`src/hw/rtl/vmrq_pkg.sv`:
```
// ----------------------------------------------------------------------------
// vmrq_pkg
// shared types and codes for the message ring queue
// ----------------------------------------------------------------------------
`default_nettype none
package vmrq_pkg;
    localparam logic [1:0] ST_OK    = 2'd0;
    localparam logic [1:0] ST_REFUSE = 2'd1;
    localparam logic [1:0] ST_EMPTY = 2'd2;
    localparam logic [1:0] ST_SIZE  = 2'd3;

    localparam logic CFG_SLOT_LIMIT = 1'b0;
    localparam logic CFG_BYTE_LIMIT = 1'b1;

    // controller to datapath
    typedef struct packed {
        logic clear;      // empty the queue
        logic push_step;  // place / write phase of a push
        logic pop_step;   // pop phase
        logic load;       // capture descriptors
    } t_cmd;
endpackage
`default_nettype wire

```
`src/hw/rtl/vmrq_ctrl.sv`:
```
// ----------------------------------------------------------------------------
// vmrq_ctrl
// sequencer: a beat is loaded in S_LOAD and executed in S_EXEC in the cycle right after, never later
// ----------------------------------------------------------------------------
`default_nettype none
module vmrq_ctrl (
    input  wire logic            i_clk,
    input  wire logic            i_rst_n,
    input  wire logic            i_start,
    input  wire logic            i_mode,
    input  wire logic            i_cfg_we,
    output vmrq_pkg::t_cmd       o_cmd,
    output logic                 o_busy
);
    typedef enum logic [1:0] {S_IDLE, S_LOAD, S_EXEC} t_state;
    t_state r_state;
    logic   r_mode;

    // state and registered mode
    always_ff @(posedge i_clk) begin
        if (!i_rst_n) begin
            r_state <= S_IDLE;
            r_mode  <= 1'b0;
        end else begin
            case (r_state)
                S_IDLE: if (i_start) begin
                    r_state <= S_LOAD;
                    r_mode  <= i_mode;
                end
                S_LOAD:  r_state <= S_EXEC;
                S_EXEC:  r_state <= S_IDLE;
                default: r_state <= S_IDLE;
            endcase
        end
    end

    assign o_busy           = (r_state != S_IDLE);
    assign o_cmd.clear      = i_cfg_we;
    assign o_cmd.load       = (r_state == S_LOAD);
    assign o_cmd.push_step  = (r_state == S_EXEC) && !r_mode;
    assign o_cmd.pop_step   = (r_state == S_EXEC) && r_mode;
endmodule
`default_nettype wire

```
`config.mk`:
```
export PLATFORM = sky130hd
export DESIGN_NAME = vmrq_ctrl
export DESIGN_NICKNAME = d
export VERILOG_FILES = /design/src/hw/rtl/vmrq_pkg.sv /design/src/hw/rtl/vmrq_ctrl.sv
export SDC_FILE = /design/constraint.sdc
export NUM_CORES = 1
export LEC_CHECK = 0
export ABC_AREA = 1
export ABC_CLOCK_PERIOD_IN_PS = 1030
export BUFFER_PORTS_ARGS = -buffer_cell sky130_fd_sc_hd__buf_2
export CAP_MARGIN = 30
export CORE_AREA = 2 2 39 41
export CTS_BUF_LIST = sky130_fd_sc_hd__clkbuf_4 sky130_fd_sc_hd__clkbuf_8 sky130_fd_sc_hd__clkbuf_16
export DETAILED_ROUTE_END_ITERATION = 8
export DIE_AREA = 0 0 41 43
export PLACE_DENSITY = 0.35
export SLEW_MARGIN = 30
export SYNTH_ARGS = -nofsm -noshare
export SYNTH_HDL_FRONTEND = slang
export SYNTH_SLANG_ARGS = --single-unit
```
`constraint.sdc`:
```
create_clock -name i_clk -period 1.03 [get_ports i_clk]
set_input_delay 0.103 -clock i_clk [delete_from_list [all_inputs] [get_ports i_clk]]
set_output_delay 0.103 -clock i_clk [all_outputs]
set_load 0.02 [all_outputs]
```
# Word-level counts from Yosys, hierarchy flattened
# Index checks and enable logic that the tools add are counted.
[word_totals]
reg_bits = 3
input_bits = 5
out_inout_bits = 5
wordCells = 13
[op_classes]
eq_ne = 3
mux = 2
reduce_logical = 6
[op_table]
columns = ["operator", "count"]
rows = [
  ["one-hot mux 2 bit (2 select lines)", 1],
  ["equality test 2 x 1 -> 1 bit (second input constant)", 1],
  ["equality test 2 bit (second input constant)", 1],
  ["logical AND 1 bit", 2],
  ["logical NOT 2 bit", 1],
  ["2-to-1 mux 2 bit", 1],
  ["inequality test 2 bit (second input constant)", 1],
  ["AND reduction 2 bit", 1],
  ["nonzero test 2 bit", 1],
  ["logical NOT 1 bit", 1],
]

# Longest topological paths before layout
[logic_depth]
word_depth = 2
depth_mapped = 4

# Least setup slack after synthesis
# OpenSTA, ideal clock, no wires.
[synth_path]
kind = "register -> output"
startpoint = "reg r_state[1]"
endpoint = "out o_cmd[1] in the netlist's numbering"
t_arrival_ns = 0.755
required_ns = 0.927
setup_slack_ns = 0.172
path_stages_with_launch = 3
n_path_buf = 0
path_cell_list = "dfxtp_1 > nand2_1 > nor2_1"
[synth_rtl]
columns = ["item", "line_no", "rtl"]
rows = [
  ["start: declaration", "vmrq_ctrl.sv:16", "t_state r_state;"],
  ["start signal: assignment", "vmrq_ctrl.sv:22", "r_state <= S_IDLE;"],
  ["start signal: assignment", "vmrq_ctrl.sv:27", "r_state <= S_LOAD;"],
  ["start signal: assignment", "vmrq_ctrl.sv:30", "S_LOAD: r_state <= S_EXEC;"],
  ["end: declaration", "vmrq_ctrl.sv:12", "output vmrq_pkg::t_cmd o_cmd,"],
]

==> Flow_metrics.wiki <==
{| class="wikitable"
! Metric !! Value
|-
| Fraction of registers with async set/reset || 0
|-
| Effective utilization at floorplan || 0.113
|-
| Max-slew violation total from the final report || 0
|-
| Outcome || complete, no violations
|-
| Number of flops mapped to enable cells by yosys || 0
|-
| Clock Skew || 0.00580 ns
|-
| # setup viols final || 0
|-
| Number of DRC violations after detailed routing || 0
|-
| WS Path Type || reg2out
|-
| Number of buffer and inverter stages on the critical path || 2
|-
| ANT nets after route || 0
|-
| Clk slew on worst S/H paths || 0.04 ns
|-
| Top cell family by delay on the critical path || flip-flops
|-
| Post-Synthesis Net Count || 26
|-
| Count of cell types in the netlist || 11
|-
| Cell type of the slowest stage on the worst timing path || sky130_fd_sc_hd__dfxtp_2
|-
| Largest area contributor in the synthesized netlist || sky130_fd_sc_hd__dfxtp_1
|-
| Violation count after the first detailed-route iteration || 1
|-
| Average routed wire per standard cell || 6.69 um
|-
| Max_slew headroom || 0.913
|-
| Largest voltage drop on the vdd net || 0.264 mV
|-
| P_leak || 0.000136 uW
|-
| Die boundary height || 43 um
|-
| Number of CTS-inserted buffers || 3
|-
| Number of violations of the max-capacitance limit || 0
|-
| Drt total wl || 328 um
|-
| Area of the die || 0.00176 mm2
|-
| Global routing usage summed across all routing layers || 0.0452
|-
| Gpl congestion || 0.602
|-
| Synth Register Bits || 3
|-
| IO Port Bufs || 7
|-
| Latest clock arrival within the worst-skew pair || 0.23 ns
|-
| Number of failing hold endpoints at the final stage || 0
|-
| Synth top area share || 0.384
|-
| Timing-limited maximum frequency || 986 MHz
|-
| Final period demand of the worst path || 1.01 ns
|-
| Type of the tightest min-delay check || in2reg
|-
| H-Tree Depth || 1
|-
| Ant. Diodes || 0
|-
| Cells after Synth || 21
|-
| Syn Std Cell Area || 156 um2
|-
| Sequential cell area fraction in the yosys report || 0.384
|-
| CP cell instances || inv_2 > nand2_2 > nor2_1 > buf_4
|-
| Area of the core region || 0.00138 mm2
|-
| First-pass iteration count of the detailed router || 2
|-
| Warnings from Yosys || 0
|-
| Top area cells in the synthesized netlist || sky130_fd_sc_hd__dfxtp_1 38%, sky130_fd_sc_hd__inv_1 12%, sky130_fd_sc_hd__nor2_1 9.6%, sky130_fd_sc_hd__nor2_4 7.2%, sky130_fd_sc_hd__nand3_2 6.4%
|-
| Actual transition at the worst max-transition pin || 0.130 ns
|-
| Number of top-level pins || 10
|-
| Endpoint required time on the critical path || 0.93 ns
|-
| Most frequently used flop master after synthesis || sky130_fd_sc_hd__dfxtp_1
|-
| # nets final || 39
|-
| Routed vias/inst || 3.08
|-
| Worst hold slack after final layout || 0.117 ns
|-
| Vias after detailed routing || 151
|-
| Pin count of the biggest net entering global routing || 5
|-
| Most used standard cell by instance count after synthesis || sky130_fd_sc_hd__inv_1
|-
| Width of the die || 41 um
|-
| Total grt overflow || 0
|-
| Maximum count of clock buffers along a single path || 2
|-
| Final design utilization || 0.193
|-
| Final period utilization || 0.985
|-
| Antenna violations before repair || 0
|-
| Per-instance average area after synthesis || 7.45 um2
|-
| Critical path startpoint category || flop
|-
| Fraction of layout instances using a drive strength above 1 || 0.697
|-
| Via count of the first global-routing pass || 129
|-
| Clock sink count || 3
|-
| Final total power || 438 uW
|-
| Worst EP arrival || 0.91 ns
|-
| Wire length of the first global-routing pass || 455 um
|-
| Std-Cell Rows || 14
|-
| Power density over cell area || 1640 mW/mm2
|-
| Commonest cells in the synthesized netlist || 5 x sky130_fd_sc_hd__inv_1, 4 x sky130_fd_sc_hd__nor2_1, 3 x sky130_fd_sc_hd__dfxtp_1
|-
| Largest fanout on the critical path || 3
|-
| TritonCTS clock tree || done
|-
| Area Overhead vs Synth || 71.2%
|-
| Count of non-filler cells in the finished layout || 49
|-
| Number of placed instances with taps included || 43
|-
| Buffer cell driving the clock tree root || sky130_fd_sc_hd__clkbuf_4
|-
| Stage delay of the slowest cell on the critical path || 0.33 ns
|-
| Setup repair after global routing missed its margin || yes
|-
| Critical Path End Type || output pin
|}
[per-stage QoR]
step	cell area [um2]	setup TNS [ns]	worst slack, ns
5_1_grt	268	-0.117	-0.0512
2_1_floorplan	156	0	0.172
3_3_place_gp	204	0	0.189
4_1_cts	241	0	0.000405
3_5_place_dp	204	0	0.191
6_report	268	0	0.0159
[timing repair]
action | in CTS | in global routing
buffers inserted | 0 | 2
pin swaps | 1 | 2
endpoints found under the setup margin | 4 | 3
gates resized for setup | 5 | 5
hold buffers | 0 | 0
[layer usage]
layer	track usage	share of wire	up-vias	wire, um
li1	-	-	85	-
met1	0.0514	0.46	58	152
met5	0	0	-	0
met4	0.0400	0	0	0
met3	0.0471	0.16	0	54
met2	0.0438	0.37	8	120
[flip-flops by register name, indices dropped and copies added (netlist names)]
register / cells
r_state: 2
r_mode: 1
[tightest hold or removal path, cell delays in order]
cell	delay [ns]
sky130_fd_sc_hd__buf_2	0.09
sky130_fd_sc_hd__nand2_2	0.05
sky130_fd_sc_hd__nor2_2	0.06
[final cells by class]
type	count	area [um2]
multi-input cells	12	72.6
well taps	16	20.0
clock buffers	4	30.0
flip-flops and latches	3	65.1
inverters	5	18.8
repair buffers	9	61.3
fillers	159	1120
[worst paths after layout]
check	from	to	slack, ns	depth (start not counted)
setup / recovery	r_state[0]	o_cmd[2]	0.02	4
hold / removal	i_rst_n	r_mode	0.12	3
setup reg to reg	r_state[1]	r_mode	0.15	5
hold reg to reg	r_state[1]	r_state[1]	0.46	1
[logic make-up after synthesis]
logic type,Yosys count,share of synthesized area
flip-flops,3,0.384
AO/OA/AOI/OAI,1,0.0560
buffers and inverters,6,0.168
AND/OR/NAND/NOR,11,0.392
[layout by cell type, fill, tap and decap left out]
cell type / n
sky130_fd_sc_hd__nor2_2: 1
sky130_fd_sc_hd__nand2_2: 2
sky130_fd_sc_hd__dfxtp_1: 1
sky130_fd_sc_hd__nand3_2: 1
sky130_fd_sc_hd__nor2_1: 4
sky130_fd_sc_hd__dfxtp_4: 1
sky130_fd_sc_hd__nor2_4: 1
sky130_fd_sc_hd__a21oi_2: 1
sky130_fd_sc_hd__dfxtp_2: 1
sky130_fd_sc_hd__buf_2: 4
sky130_fd_sc_hd__nand2_1: 1
sky130_fd_sc_hd__inv_1: 3
sky130_fd_sc_hd__inv_2: 2
sky130_fd_sc_hd__clkbuf_4: 4
sky130_fd_sc_hd__buf_4: 4
sky130_fd_sc_hd__buf_6: 1
sky130_fd_sc_hd__nor3_1: 1
[where the power goes]
group	total, uW	internal, uW	switching [uW]
clock network	232	171	60.5
logic	73.7	36.3	37.4
registers	132	123	8.86
total	438	331	107
No activity file was read; power rests on OpenSTA's default activity.
